--- src/hdl/ifs_pkg.sv ---
// ifs_pkg: shared types, codes and the separator classifier of the IFS field splitter.
// No dependencies; every other file of the block depends on it.
`timescale 1ns / 1ps

package ifs_pkg;

   // Result kinds
   typedef enum logic [1:0] {
      KIND_BYTE = 2'd0,
      KIND_END  = 2'd1,
      KIND_DONE = 2'd2
   } kind_type;

   // Splitter state
   typedef enum logic [1:0] {
      MODE_LEAD  = 2'd0,
      MODE_FIELD = 2'd1,
      MODE_SOFT  = 2'd2,
      MODE_HARD  = 2'd3
   } mode_type;

   // Byte classes
   typedef enum logic [1:0] {
      CLS_PLAIN = 2'd0,
      CLS_SOFT  = 2'd1,
      CLS_HARD  = 2'd2
   } class_type;

   // Register indexes of the control port
   localparam logic [2:0] CSR_SEP_COUNT  = 3'd0;
   localparam logic [2:0] CSR_SEP_CHAR_A = 3'd1;
   localparam logic [2:0] CSR_SEP_CHAR_B = 3'd2;
   localparam logic [2:0] CSR_SEP_CHAR_C = 3'd3;
   localparam logic [2:0] CSR_SEP_CHAR_D = 3'd4;

   localparam int CSR_INDEX_W = 3;
   localparam int CSR_DATA_W  = 8;

   localparam int SEP_SLOTS = 4;
   localparam logic [2:0] SEP_COUNT_RESET = 3'd3;
   localparam logic [SEP_SLOTS-1:0][7:0] SEP_CHARS_RESET = {8'd0, 8'd10, 8'd9, 8'd32};

   localparam logic [7:0] CHAR_SPACE   = 8'h20;
   localparam logic [7:0] CHAR_TAB     = 8'h09;
   localparam logic [7:0] CHAR_NEWLINE = 8'h0A;

   // Results per item and result queue depth
   localparam int MAX_RESULTS  = 3;
   localparam int QUEUE_DEPTH  = 4;
   localparam int QUEUE_PTR_W  = $clog2(QUEUE_DEPTH);
   localparam int QUEUE_CNT_W  = $clog2(QUEUE_DEPTH + 1);
   localparam int PUSH_CNT_W   = $clog2(MAX_RESULTS + 1);

   typedef struct packed {
      kind_type   kind;
      logic [7:0] field_byte;
      logic       run_last;
   } rsp_item_type;

   typedef struct packed {
      logic [PUSH_CNT_W-1:0]                n;
      rsp_item_type [MAX_RESULTS-1:0]       items;
   } push_bundle_type;

   function automatic logic is_space_class(input logic [7:0] c);
      return (c == CHAR_SPACE) || (c == CHAR_TAB) || (c == CHAR_NEWLINE);
   endfunction

   // Counts above the slot count act as the slot count; duplicates are harmless.
   function automatic class_type classify(input logic [7:0] c,
                                          input logic [2:0] count,
                                          input logic [SEP_SLOTS-1:0][7:0] chars);
      logic hit;
      hit = 1'b0;
      for (int i = 0; i < SEP_SLOTS; i++) begin
         if ((count > 3'(i)) && (c == chars[i])) begin
            hit = 1'b1;
         end
      end
      if (!hit) begin
         return CLS_PLAIN;
      end
      return is_space_class(c) ? CLS_SOFT : CLS_HARD;
   endfunction

endpackage

--- src/hdl/ifs_if.sv ---
// ifs_req_if / ifs_rsp_if: valid/ready channels for text bytes and split results.
// Depends on ifs_pkg for the result kind type.
`timescale 1ns / 1ps

interface ifs_req_if;
   logic       valid;
   logic       ready;
   logic [7:0] text_byte;
   logic       text_last;

   modport source (output valid, output text_byte, output text_last, input ready);
   modport sink   (input valid, input text_byte, input text_last, output ready);
endinterface

interface ifs_rsp_if;
   logic              valid;
   logic              ready;
   ifs_pkg::kind_type kind;
   logic [7:0]        field_byte;
   logic              run_last;

   modport source (output valid, output kind, output field_byte, output run_last,
                   input ready);
   modport sink   (input valid, input kind, input field_byte, input run_last,
                   output ready);
endinterface

--- src/hdl/ifs_split_core.sv ---
// ifs_split_core: input register, separator registers and split state; turns one byte
// into up to three results per cycle while the queue has room. Depends on ifs_pkg and ifs_req_if.
`timescale 1ns / 1ps

module ifs_split_core (
   input  logic                          clock,
   input  logic                          reset,
   ifs_req_if.sink                       req_chan,
   input  logic                          csr_we,
   input  logic [ifs_pkg::CSR_INDEX_W-1:0] csr_index,
   input  logic [ifs_pkg::CSR_DATA_W-1:0]  csr_wdata,
   input  logic                          room,
   output ifs_pkg::push_bundle_type      push
);
   import ifs_pkg::*;

   logic                        in_valid_ff;
   logic [7:0]                  in_byte_ff;
   logic                        in_last_ff;
   mode_type                    mode_ff, mode_in;
   logic [2:0]                  sep_count_ff;
   logic [SEP_SLOTS-1:0][7:0]   sep_chars_ff;

   logic                        advance;
   logic                        take;
   class_type                   cls;
   rsp_item_type [MAX_RESULTS-1:0] res;
   logic [PUSH_CNT_W-1:0]       n;

   assign advance        = in_valid_ff && room;
   assign req_chan.ready = !in_valid_ff || room;
   assign take           = req_chan.valid && req_chan.ready;

   always_ff @(posedge clock) begin
      if (reset) begin
         in_valid_ff <= 1'b0;
      end else if (take) begin
         in_valid_ff <= 1'b1;
      end else if (advance) begin
         in_valid_ff <= 1'b0;
      end
      if (take) begin
         in_byte_ff <= req_chan.text_byte;
         in_last_ff <= req_chan.text_last;
      end
   end

   always_ff @(posedge clock) begin
      if (reset) begin
         mode_ff <= MODE_LEAD;
      end else if (advance) begin
         mode_ff <= mode_in;
      end
   end

   // Separator registers; unknown indexes are dropped.
   always_ff @(posedge clock) begin
      if (reset) begin
         sep_count_ff <= SEP_COUNT_RESET;
         sep_chars_ff <= SEP_CHARS_RESET;
      end else if (csr_we) begin
         unique case (csr_index)
            CSR_SEP_COUNT:  sep_count_ff    <= csr_wdata[2:0];
            CSR_SEP_CHAR_A: sep_chars_ff[0] <= csr_wdata;
            CSR_SEP_CHAR_B: sep_chars_ff[1] <= csr_wdata;
            CSR_SEP_CHAR_C: sep_chars_ff[2] <= csr_wdata;
            CSR_SEP_CHAR_D: sep_chars_ff[3] <= csr_wdata;
            default: ;
         endcase
      end
   end

   assign cls = classify(in_byte_ff, sep_count_ff, sep_chars_ff);

   always_comb begin
      res     = '0;
      n       = '0;
      mode_in = mode_ff;
      for (int i = 0; i < MAX_RESULTS; i++) begin
         res[i].kind = KIND_BYTE;
      end
      case (cls)
         CLS_PLAIN: begin
            res[0].kind       = KIND_BYTE;
            res[0].field_byte = in_byte_ff;
            n                 = PUSH_CNT_W'(1);
            mode_in           = MODE_FIELD;
         end
         CLS_SOFT: begin
            if (mode_ff == MODE_FIELD) begin
               res[0].kind = KIND_END;
               n           = PUSH_CNT_W'(1);
               mode_in     = MODE_SOFT;
            end
         end
         default: begin
            // hard separator: joins a pending soft delimiter, else ends a field
            if (mode_ff != MODE_SOFT) begin
               res[0].kind = KIND_END;
               n           = PUSH_CNT_W'(1);
            end
            mode_in = MODE_HARD;
         end
      endcase
      if (in_last_ff) begin
         if (mode_in == MODE_FIELD) begin
            res[n[1:0]].kind = KIND_END;
            n                = n + PUSH_CNT_W'(1);
         end
         res[n[1:0]].kind = KIND_DONE;
         n                = n + PUSH_CNT_W'(1);
         mode_in          = MODE_LEAD;
      end
      if (n != '0) begin
         res[n[1:0] - 2'd1].run_last = 1'b1;
      end
   end

   assign push.n     = advance ? n : '0;
   assign push.items = res;

endmodule

--- src/hdl/ifs_rsp_queue.sv ---
// ifs_rsp_queue: small result queue taking up to three results per cycle, giving one while ready.
// Depends on ifs_pkg and ifs_rsp_if.
`timescale 1ns / 1ps

module ifs_rsp_queue (
   input  logic                     clock,
   input  logic                     reset,
   input  ifs_pkg::push_bundle_type push,
   output logic                     room,
   ifs_rsp_if.source                rsp_chan
);
   import ifs_pkg::*;

   rsp_item_type                 mem_ff [QUEUE_DEPTH];
   logic [QUEUE_PTR_W-1:0]       wp_ff, rp_ff;
   logic [QUEUE_CNT_W-1:0]       count_ff, count_in, after_pop;
   logic                         pop;
   rsp_item_type                 head;

   assign pop       = rsp_chan.valid && rsp_chan.ready;
   assign after_pop = count_ff - QUEUE_CNT_W'(pop);
   assign room      = (after_pop <= QUEUE_CNT_W'(QUEUE_DEPTH - MAX_RESULTS));
   assign count_in  = after_pop + QUEUE_CNT_W'(push.n);

   always_ff @(posedge clock) begin
      if (reset) begin
         wp_ff    <= '0;
         rp_ff    <= '0;
         count_ff <= '0;
      end else begin
         wp_ff    <= wp_ff + QUEUE_PTR_W'(push.n);
         rp_ff    <= rp_ff + QUEUE_PTR_W'(pop);
         count_ff <= count_in;
      end
   end

   always_ff @(posedge clock) begin
      for (int i = 0; i < MAX_RESULTS; i++) begin
         if (PUSH_CNT_W'(i) < push.n) begin
            mem_ff[wp_ff + QUEUE_PTR_W'(i)] <= push.items[i];
         end
      end
   end

   assign head                = mem_ff[rp_ff];
   assign rsp_chan.valid      = (count_ff != '0);
   assign rsp_chan.kind       = head.kind;
   assign rsp_chan.field_byte = head.field_byte;
   assign rsp_chan.run_last   = head.run_last;

endmodule

--- src/hdl/ifs_field_splitter_unit.sv ---
// An accepted item is held in the input register, split once the queue has room, and its
// results are written into the result queue, which offers the first on the result channel.
// Throughput: one item per cycle while results drain at one per cycle; an item that
// yields two or three results holds the input while the four-entry result queue
// drains them. Items that yield nothing pass at one per cycle while the queue has room.
// Reset (synchronous): queue empty, state leading skip, separators space/tab/newline.
`timescale 1ns / 1ps

module ifs_field_splitter_unit (
   input  logic                            clock,
   input  logic                            reset,
   ifs_req_if.sink                         req_chan,
   ifs_rsp_if.source                       rsp_chan,
   input  logic                            csr_we,
   input  logic [ifs_pkg::CSR_INDEX_W-1:0] csr_index,
   input  logic [ifs_pkg::CSR_DATA_W-1:0]  csr_wdata
);
   import ifs_pkg::*;

   // Results of one item travel as a bundle from the splitter into the queue.
   push_bundle_type push;
   logic            room;

   // Register the byte, classify it against the separator set and advance the
   // split state; hold the byte while the queue lacks room for three results.
   ifs_split_core u_core (
      .clock     (clock),
      .reset     (reset),
      .req_chan  (req_chan),
      .csr_we    (csr_we),
      .csr_index (csr_index),
      .csr_wdata (csr_wdata),
      .room      (room),
      .push      (push)
   );

   // Buffer results so the input keeps moving while a result waits downstream.
   ifs_rsp_queue u_queue (
      .clock    (clock),
      .reset    (reset),
      .push     (push),
      .room     (room),
      .rsp_chan (rsp_chan)
   );

endmodule
--- src/flat_wrapper.sv ---
// flat-port wrapper written by rule: the top's interface ports become plain ports
module ifs_field_splitter_unit_flat import ifs_pkg::*;
  (clock, reset, csr_we, csr_index, csr_wdata, req_chan_valid, req_chan_text_byte, req_chan_text_last, req_chan_ready, rsp_chan_valid, rsp_chan_kind, rsp_chan_field_byte, rsp_chan_run_last, rsp_chan_ready);
  ifs_req_if req_chan_i ();
  ifs_rsp_if rsp_chan_i ();
  input  logic clock;
  input  logic reset;
  input  logic csr_we;
  input  logic [ifs_pkg::CSR_INDEX_W-1:0] csr_index;
  input  logic [ifs_pkg::CSR_DATA_W-1:0] csr_wdata;
  input wire logic [$bits(req_chan_i.valid)-1:0] req_chan_valid;
  input wire logic [$bits(req_chan_i.text_byte)-1:0] req_chan_text_byte;
  input wire logic [$bits(req_chan_i.text_last)-1:0] req_chan_text_last;
  output wire logic [$bits(req_chan_i.ready)-1:0] req_chan_ready;
  output wire logic [$bits(rsp_chan_i.valid)-1:0] rsp_chan_valid;
  output wire logic [$bits(rsp_chan_i.kind)-1:0] rsp_chan_kind;
  output wire logic [$bits(rsp_chan_i.field_byte)-1:0] rsp_chan_field_byte;
  output wire logic [$bits(rsp_chan_i.run_last)-1:0] rsp_chan_run_last;
  input wire logic [$bits(rsp_chan_i.ready)-1:0] rsp_chan_ready;
  assign req_chan_i.valid = req_chan_valid;
  assign req_chan_i.text_byte = req_chan_text_byte;
  assign req_chan_i.text_last = req_chan_text_last;
  assign req_chan_ready = req_chan_i.ready;
  assign rsp_chan_valid = rsp_chan_i.valid;
  assign rsp_chan_kind = rsp_chan_i.kind;
  assign rsp_chan_field_byte = rsp_chan_i.field_byte;
  assign rsp_chan_run_last = rsp_chan_i.run_last;
  assign rsp_chan_i.ready = rsp_chan_ready;
  ifs_field_splitter_unit u_core (.clock(clock), .reset(reset), .req_chan(req_chan_i), .rsp_chan(rsp_chan_i), .csr_we(csr_we), .csr_index(csr_index), .csr_wdata(csr_wdata));
endmodule
--- config.mk ---
export PLATFORM = sky130hd
export DESIGN_NAME = ifs_field_splitter_unit_flat
export DESIGN_NICKNAME = d
export VERILOG_FILES = /design/src/hdl/ifs_pkg.sv /design/src/hdl/ifs_if.sv /design/src/hdl/ifs_split_core.sv /design/src/hdl/ifs_rsp_queue.sv /design/src/hdl/ifs_field_splitter_unit.sv /design/src/flat_wrapper.sv
export SDC_FILE = /design/constraint.sdc
export NUM_CORES = 1
export LEC_CHECK = 0
export BUFFER_PORTS_ARGS = -buffer_cell sky130_fd_sc_hd__buf_2
export CORE_MARGIN = 3
export CORE_UTILIZATION = 60
export DETAILED_ROUTE_END_ITERATION = 8
export PLACE_DENSITY = 0.8
export SLEW_MARGIN = 5
export SYNTH_ARGS = -nofsm -noshare
export SYNTH_HDL_FRONTEND = slang
export SYNTH_SLANG_ARGS = --single-unit
--- constraint.sdc ---
create_clock -name clock -period 5.2 [get_ports clock]
set_input_delay 0.78 -clock clock [delete_from_list [all_inputs] [get_ports clock]]
set_output_delay 0.78 -clock clock [all_outputs]
set_load 0.02 [all_outputs]
==> insert_results.sql, run 1 <==
INSERT INTO impl_metrics (metric_group, metric, value, unit) VALUES
('critical_path', 'timing.rr.start', 'u_core.u_core.in_byte_ff[7]', ''),
('critical_path', 'cpPeakStageDelay', '0.72', 'ns'),
('cts', 'tritoncts.num_buffers', '9', ''),
('drt', 'detail-route-antenna-nets', '0', ''),
('hold_path', 'hold-path-endpoint', 'u_core.u_core.sep_chars_ff[30]', ''),
('global_route', 'grt_max_degree', '46', ''),
('critical_path', 'type_of_element_capturing_the_critical_path', 'flop', ''),
('cts', 'clkSinkCount', '98', ''),
('cts', 'clock_tree_from_tritoncts', 'done', ''),
('hold_path', 'hold_crit_depth', '2', ''),
('yosys', 'post-synth-top-count-cell', 'sky130_fd_sc_hd__nand2_1', ''),
('yosys', 'async_flop_share', '0', '%'),
('yosys', 'synthesis.area', '4803', 'µm²'),
('yosys', 'average_footprint_of_a_synthesized_cell', '10.58', 'µm²'),
('sta', 'timing.final.crit_period', '4.281', 'ns'),
('floorplanning', 'floorplan.rows', '31', ''),
('yosys', 'synth_warnings', '0', ''),
('yosys', 'synthesis.instances', '454', ''),
('critical_path', 'worstPathBufferInverterCount', '0', ''),
('layout', 'final_layout_size_suffix_gt1_share', '14.78', '%'),
('sta', 'rsz0062_at_grt', 'false', ''),
('global_route', 'grt_overflow', '0', ''),
('drt', 'dr_total_vias', '3415', ''),
('global_route', 'grt_util_all_layers', '23.60', '%'),
('critical_path', 'crit_top_cell', 'sky130_fd_sc_hd__or4_1', ''),
('placed_design', 'dpl.hpwl', '7.255', 'mm'),
('yosys', 'synth_top_cells_by_area', 'sky130_fd_sc_hd__edfxtp_1, sky130_fd_sc_hd__dfxtp_1, sky130_fd_sc_hd__mux4_2, sky130_fd_sc_hd__nand2_1, sky130_fd_sc_hd__xnor2_1', ''),
('global_route', 'grt_pass1_vias', '3211', ''),
('sta', 'report.final.setup_viol', '0', ''),
('drt', 'drt-pass1-iter-count', '5', ''),
('critical_path', 'worstSetupStartpointType', 'flop', ''),
('critical_path', 'slowest_stage', 'sky130_fd_sc_hd__nor2_1', ''),
('hold_path', 'min-delay-start', 'u_core.u_core.sep_chars_ff[30]', ''),
('yosys', 'post_synth_most_frequent_cells', 'sky130_fd_sc_hd__nand2_1, sky130_fd_sc_hd__edfxtp_1, sky130_fd_sc_hd__dfxtp_1', ''),
('placed_design', 'gp_routability_congestion', '0.8850', ''),
('yosys', 'yosysTopAreaCellShare', '33.13', '%'),
('run_status', 'outcome', 'completed', ''),
('yosys', 'synth_fp_nets', '488', ''),
('sta', 'slew-limit-headroom', '28.84', '%'),
('yosys', 'seq_area_frac_synth', '51.89', '%'),
('sta', 'fin_crit_sh', '82.33', '%'),
('global_route', 'grt_pass1_wl', '16.18', 'mm'),
('critical_path', 'r2r_end', 'u_core.u_queue.mem_ff[3][2]', ''),
('critical_path', 'critPathTopFamily', 'simple AND/OR/NAND/NOR gates', ''),
('hold_path', 'hold_path_class', 'reg2reg', ''),
('cts', 'htree_depth', '3', ''),
('yosys', 'synth-edff-count', '53', ''),
('run', 'cap_viol_max_count', '0', ''),
('sta', 'timing.setup.tns', '0', 'ns'),
('layout', 'area_delta_synth_final', '8.231', '%'),
('drt', 'via_per_inst', '5.828', ''),
('critical_path', 'worst_r2r_path_depth', '10', ''),
('cts', 'post_cts_buffers', '0', ''),
('cts', 'holdBufCountCts', '0', ''),
('pwr', 'vdd_drop_max', '0.2782', 'mV'),
('placed_design', 'dpl_cell_area', '5014', 'µm²'),
('sta', 'final_max_slew_viol_count', '0', ''),
('drt', 'drcViolationCount', '0', ''),
('floorplanning', 'die-width', '95.48', 'µm'),
('yosys', 'synth_cell_type_count', '49', ''),
('drt', 'wire_length_after_detailed_routing', '10.07', 'mm'),
('critical_path', 'critical_path.cell_chain', 'xor2_1, or4_1, nor4_1, or4_1, nand2_1, ha_1, and2_1, a31oi_4, a31oi_1, nor2_1', ''),
('placed_design', 'port-buffer-count', '37', ''),
('layout', 'antenna_cells_inserted', '0', ''),
('drt', 'detail_route.iter0.violations', '308', ''),
('floorplanning', 'initial_utilization', '63.83', '%'),
('global_route', 'antenna_violations_before_repair', '0', ''),
('yosys', 'ys_seq_elements', '98', ''),
('pwr', 'leakagePower', '0.001848', 'µW'),
('drt', 'route.detailed.wl_per_inst', '17.18', 'µm'),
('sta', 'maxClockFrequency', '233.6', 'MHz');
[through the flow]
stage	power [µW]	setup slack [ns]	std cells	hold slack, ns
6_report	2216	0.9189	586	0.4748
5_1_grt	2340	0.6212	586	0.4907
4_1_cts	2220	0.9119	586	0.4759
3_5_place_dp	1768	0.9246	570	0.4616
3_3_place_gp	1749	1.144	570	0.4561
2_1_floorplan	1574	1.128	454	0.4481
[cells by family after synthesis]
logic type | share of synthesized area (%)
adders and majority gates | 2.501
DFF | 51.89
AOI/OAI and AO/OA | 9.768
and+or+nand+nor | 18.42
muxes | 6.825
xor gates and xnor gates | 6.929
buffers and inverters | 3.673
[per-layer routing]
metal | GRT usage (%) | vias up | wire length, µm
met5 | 0 | - | 0
met4 | 7.938 | 0 | 150
met3 | 5.367 | 15 | 679
met2 | 38.31 | 118 | 4799
met1 | 31.40 | 1641 | 4438
li1 | - | 1641 | -
[flip-flops by register name, summed over array words and instances, names as in the netlist, 2 cells and up]
name	flops
u_core.u_queue.mem_ff	44
u_core.u_core.mode_ff	2
u_core.u_queue.wp_ff	2
u_core.u_core.sep_count_ff	3
u_core.u_core.sep_chars_ff	32
u_core.u_core.in_byte_ff	8
u_core.u_queue.count_ff	3
u_core.u_queue.rp_ff	2
[tightest hold or removal path: cells and delay by family, from the launching register on]
| kind | cells | cell delay (ns) |
|---|---|---|
| AOI/OAI and AO/OA | 1 | 0.05 |
| DFF | 1 | 0.33 |
| and+or+nand+nor | 1 | 0.05 |
[cell type report]
type	instances	area, µm²	area share [%]
inverter	13	48.80	0.9386
clock buffer	9	123.9	2.383
multi-input combinational	320	2141	41.18
timing repair buffer	40	207.7	3.995
tap	99	123.9	2.383
clock inverter	7	61.31	1.179
sequential	98	2492	47.94
[cell usage in the layout, fill, tap and decap left out, types with 9 or more instances in the layout]
cell,instances
sky130_fd_sc_hd__and2_1,34
sky130_fd_sc_hd__nand2_1,65
sky130_fd_sc_hd__inv_1,10
sky130_fd_sc_hd__buf_2,37
sky130_fd_sc_hd__o21ai_0,17
sky130_fd_sc_hd__nor2_1,27
sky130_fd_sc_hd__mux4_2,11
sky130_fd_sc_hd__clkbuf_8,9
sky130_fd_sc_hd__xnor2_1,27
sky130_fd_sc_hd__dfxtp_1,45
sky130_fd_sc_hd__a21oi_1,37
sky130_fd_sc_hd__nor2b_1,10
sky130_fd_sc_hd__edfxtp_1,53
sky130_fd_sc_hd__nand3_1,9
sky130_fd_sc_hd__xor2_1,11
[where the power goes]
part           leakage (µW)  switching (µW)  internal [µW]
logic              0.000895             366            290
clock network     0.0000953             282            183
registers          0.000857             131            963
total               0.00185             779           1440
[worst max-delay path by stage]
stage / startpoint / end / slack, ns / cells past startpoint
floorplan: u_core.u_core.in_byte_ff[6] / u_core.u_queue.mem_ff[0][0] / 1.13 / 11
detailed placement: u_core.u_core.in_byte_ff[7] / u_core.u_queue.mem_ff[3][4] / 0.92 / 10
CTS: u_core.u_core.in_byte_ff[7] / u_core.u_queue.mem_ff[3][3] / 0.91 / 10
finish: u_core.u_core.in_byte_ff[7] / u_core.u_queue.mem_ff[3][2] / 0.92 / 10
global placement: u_core.u_core.in_byte_ff[6] / u_core.u_queue.mem_ff[3][4] / 1.14 / 10
global route: u_core.u_core.in_byte_ff[7] / u_core.u_queue.mem_ff[3][2] / 0.62 / 11
No activity file was read; power rests on OpenSTA's default activity.
==> run 2: changes to the inputs <==
--- a/config.mk
+++ b/config.mk
@@ -7,9 +7,9 @@
 export LEC_CHECK = 0
 export BUFFER_PORTS_ARGS = -buffer_cell sky130_fd_sc_hd__buf_2
 export CORE_MARGIN = 3
-export CORE_UTILIZATION = 60
+export CORE_UTILIZATION = 54
 export DETAILED_ROUTE_END_ITERATION = 8
-export PLACE_DENSITY = 0.8
+export PLACE_DENSITY = 0.76
 export SLEW_MARGIN = 5
 export SYNTH_ARGS = -nofsm -noshare
 export SYNTH_HDL_FRONTEND = slang
==> constraint.sdc (replaced) <==
create_clock -name clock -period 3.54 [get_ports clock]
set_input_delay 0.531 -clock clock [delete_from_list [all_inputs] [get_ports clock]]
set_output_delay 0.531 -clock clock [all_outputs]
set_load 0.02 [all_outputs]
==> insert_results.sql, run 2 (synthesized netlist as in run 1, its figures left out) <==
INSERT INTO impl_metrics (metric_group, metric, value, unit) VALUES
('drt', 'drcViolationCount', '0', ''),
('global_route', 'grt_pass1_wl', '16.94', 'mm'),
('critical_path', 'crit_fanout', '4', ''),
('layout', 'reg.largest.list', 'u_core.u_queue.mem_ff: 44 flops, u_core.u_core.sep_chars_ff: 32 flops, u_core.u_core.in_byte_ff: 8 flops', ''),
('cts', 'holdBufCountCts', '0', ''),
('layout', 'largest_reg_flops', '44', ''),
('placed_design', 'port-buffer-count', '37', ''),
('global_route', 'grt_util_all_layers', '21.57', '%'),
('placed_design', 'dpl.hpwl', '7.168', 'mm'),
('sta', 'timing.setup.tns', '0', 'ns'),
('hold_path', 'hold_path_class', 'in2reg', ''),
('pwr', 'netSwitchingFraction', '33.13', '%'),
('cts', 'tritoncts.num_buffers', '9', ''),
('pwr', 'share_seq_of_total_power', '45.7', '%'),
('layout', 'post-route-util', '64.97', '%'),
('floorplanning', 'design.die.area', '10060', 'µm²'),
('sta', 'fin_crit_sh', '95.11', '%'),
('hold_path', 'min-delay-start', 'req_chan_text_last', ''),
('drt', 'via_per_inst', '5.626', ''),
('critical_path', 'critPathTopFamily', 'simple AND/OR/NAND/NOR gates', ''),
('layout', 'layout_commonest_cell', 'sky130_fd_sc_hd__nand2_1', ''),
('cts', 'cts_root_buffer', 'sky130_fd_sc_hd__clkbuf_8', ''),
('cts', 'clock_tree_from_tritoncts', 'done', ''),
('drt', 'detail_route.iter0.violations', '211', ''),
('pwr', 'p_per_area', '633.4', 'nW/µm²'),
('pwr', 'vdd_drop_max', '0.3414', 'mV'),
('cts', 'clkSinkCount', '98', ''),
('pwr', 'leakagePower', '0.001986', 'µW'),
('layout', 'fin_area', '5473', 'µm²'),
('sta', 'clock_skew', '0.01427', 'ns'),
('floorplanning', 'die-height', '100.3', 'µm'),
('sta', 'slew-limit-headroom', '35.58', '%'),
('layout', 'antenna_cells_inserted', '0', ''),
('critical_path', 'worstSetupPathType', 'reg2reg', ''),
('floorplanning', 'die-width', '100.3', 'µm'),
('critical_path', 'crit_required', '3.77', 'ns'),
('critical_path', 'slowest_stage', 'sky130_fd_sc_hd__or4_1', ''),
('drt', 'wire_length_after_detailed_routing', '10.27', 'mm'),
('placed_design', 'gp_routability_congestion', '0.9042', ''),
('floorplanning', 'floorplan.rows', '33', ''),
('run_status', 'outcome', 'completed', ''),
('critical_path', 'type_of_element_capturing_the_critical_path', 'flop', ''),
('sta', 'hold_slack', '0.3316', 'ns'),
('critical_path', 'timing.rr.start', 'u_core.u_core.in_byte_ff[6]', ''),
('sta', 'timing.final.crit_period', '3.367', 'ns'),
('sta', 'maxClockFrequency', '297.0', 'MHz'),
('drt', 'route.detailed.wl_per_inst', '16.69', 'µm'),
('pwr', 'power.net_switching', '1148', 'µW'),
('critical_path', 'critical_path.startpoint', 'u_core.u_core.in_byte_ff[6]', ''),
('drt', 'dr_total_vias', '3460', ''),
('cts', 'worst_setup_hold_path_clk_slew', '0.10', 'ns'),
('global_route', 'grt_overflow', '0', ''),
('placed_design', 'dpl_cell_area', '5136', 'µm²'),
('critical_path', 'cpPeakStageDelay', '0.50', 'ns'),
('layout', 'registers.top_by_ff_count', 'u_core.u_queue.mem_ff', ''),
('critical_path', 'critical_path.cell_chain', 'xor2_1, or4_1, nor4_1, or4_1, nand2_1, ha_1, and2_1, nor2_1, ha_1, fa_1, xor2_1, nor2_1', ''),
('cts', 'htree_depth', '3', ''),
('pwr', 'portion_of_total_power_attributed_to_the_clock_network', '23.2', '%'),
('floorplanning', 'floorplan.core_area', '8423', 'µm²'),
('floorplanning', 'floorplan.io_pins', '38', ''),
('layout', 'final_layout_size_suffix_gt1_share', '20.00', '%'),
('run', 'cap_viol_max_count', '0', ''),
('global_route', 'grt_max_degree', '46', ''),
('drt', 'drt-pass1-iter-count', '4', ''),
('critical_path', 'worstPathBufferInverterCount', '0', ''),
('sta', 'finalHoldViolations', '0', ''),
('drt', 'detail-route-antenna-nets', '0', ''),
('layout', 'most-common-layout-cells', 'sky130_fd_sc_hd__nand2_1, sky130_fd_sc_hd__edfxtp_1, sky130_fd_sc_hd__dfxtp_1', ''),
('critical_path', 'cp_data_arrival_time', '3.60', 'ns'),
('cts', 'worst_skew_pair.late_latency', '0.37', 'ns'),
('layout', 'fin_nets', '539', ''),
('pwr', 'power.share.combinational', '31.1', '%'),
('sta', 'report.final.setup_viol', '0', ''),
('layout', 'area_delta_synth_final', '13.94', '%'),
('floorplanning', 'initial_utilization', '57.03', '%'),
('pwr', 'internal_power', '2318', 'µW'),
('sta', 'tightest_slew', '0.9628', 'ns'),
('sta', 'final_max_slew_viol_count', '0', ''),
('critical_path', 'timing.reg2reg.setup_slack', '0.17', 'ns'),
('sta', 'rsz0062_at_grt', 'false', ''),
('global_route', 'grt_pass1_vias', '3410', ''),
('critical_path', 'worstSetupStartpointType', 'flop', ''),
('cts', 'ctsLongestPathBuffers', '2', ''),
('global_route', 'antenna_violations_before_repair', '0', '');
run 2: changes by cell type in the layout (fill, tap and decap cells not counted), sizes merged:
cell	before	now
clkinv	5	1
bufinv	0	2
buf	40	63
inv	15	14
clkinvlp	0	3
run 2: power by group through the flow:
stage / logic, µW / clock network, µW / registers [µW]
6_report: 1080 / 805 / 1580
5_1_grt: 1180 / 862 / 1610
4_1_cts: 1030 / 815 / 1610
3_5_place_dp: 1020 / 0 / 1630
3_3_place_gp: 1010 / 0 / 1620
2_1_floorplan: 840 / 0 / 1490
run 2: path summary, 6_finish.rpt:
kind,endpoint,cells after the start
max,u_core.u_queue.count_ff[2],12
min,u_core.u_core.in_last_ff,1
max reg2reg,u_core.u_queue.count_ff[2],12
min reg2reg,u_core.u_core.sep_chars_ff[4],2
run 2: cell type report:
cell class / instances / area (µm²)
Fill cell: 710 / 2950
Clock buffer: 9 / 123.9
Sequential cell: 98 / 2492
Inverter: 13 / 48.80
Tap cell: 105 / 131.4
Clock inverter: 7 / 100.1
Multi-Input combinational cell: 320 / 2171
Timing Repair Buffer: 63 / 405.4
run 2: per-stage QoR:
step                      power (µW)  worst slack, ns  std cells
after CTS                       3450          0.04666        602
after detailed placement        2653          0.01269        586
after floorplan                 2327          0.02766        454
after global routing            3657         0.005367        615
after global placement          2626           0.1153        586
final                           3466           0.1733        615
run 2: metal layers:
layer | share of wire (%) | wire (µm) | global-route usage (%)
met4 | 1.7 | 176 | 7.876
met3 | 4.1 | 420 | 3.822
met5 | 0 | 0 | 0
met2 | 48 | 4926 | 34.30
met1 | 46 | 4743 | 29.72
run 2: repair_timing:
item,CTS,global route
gates resized for setup,1,4
hold endpoints to repair,0,0
pin swaps,0,1
setup endpoints to repair,1,69
setup buffers,0,13
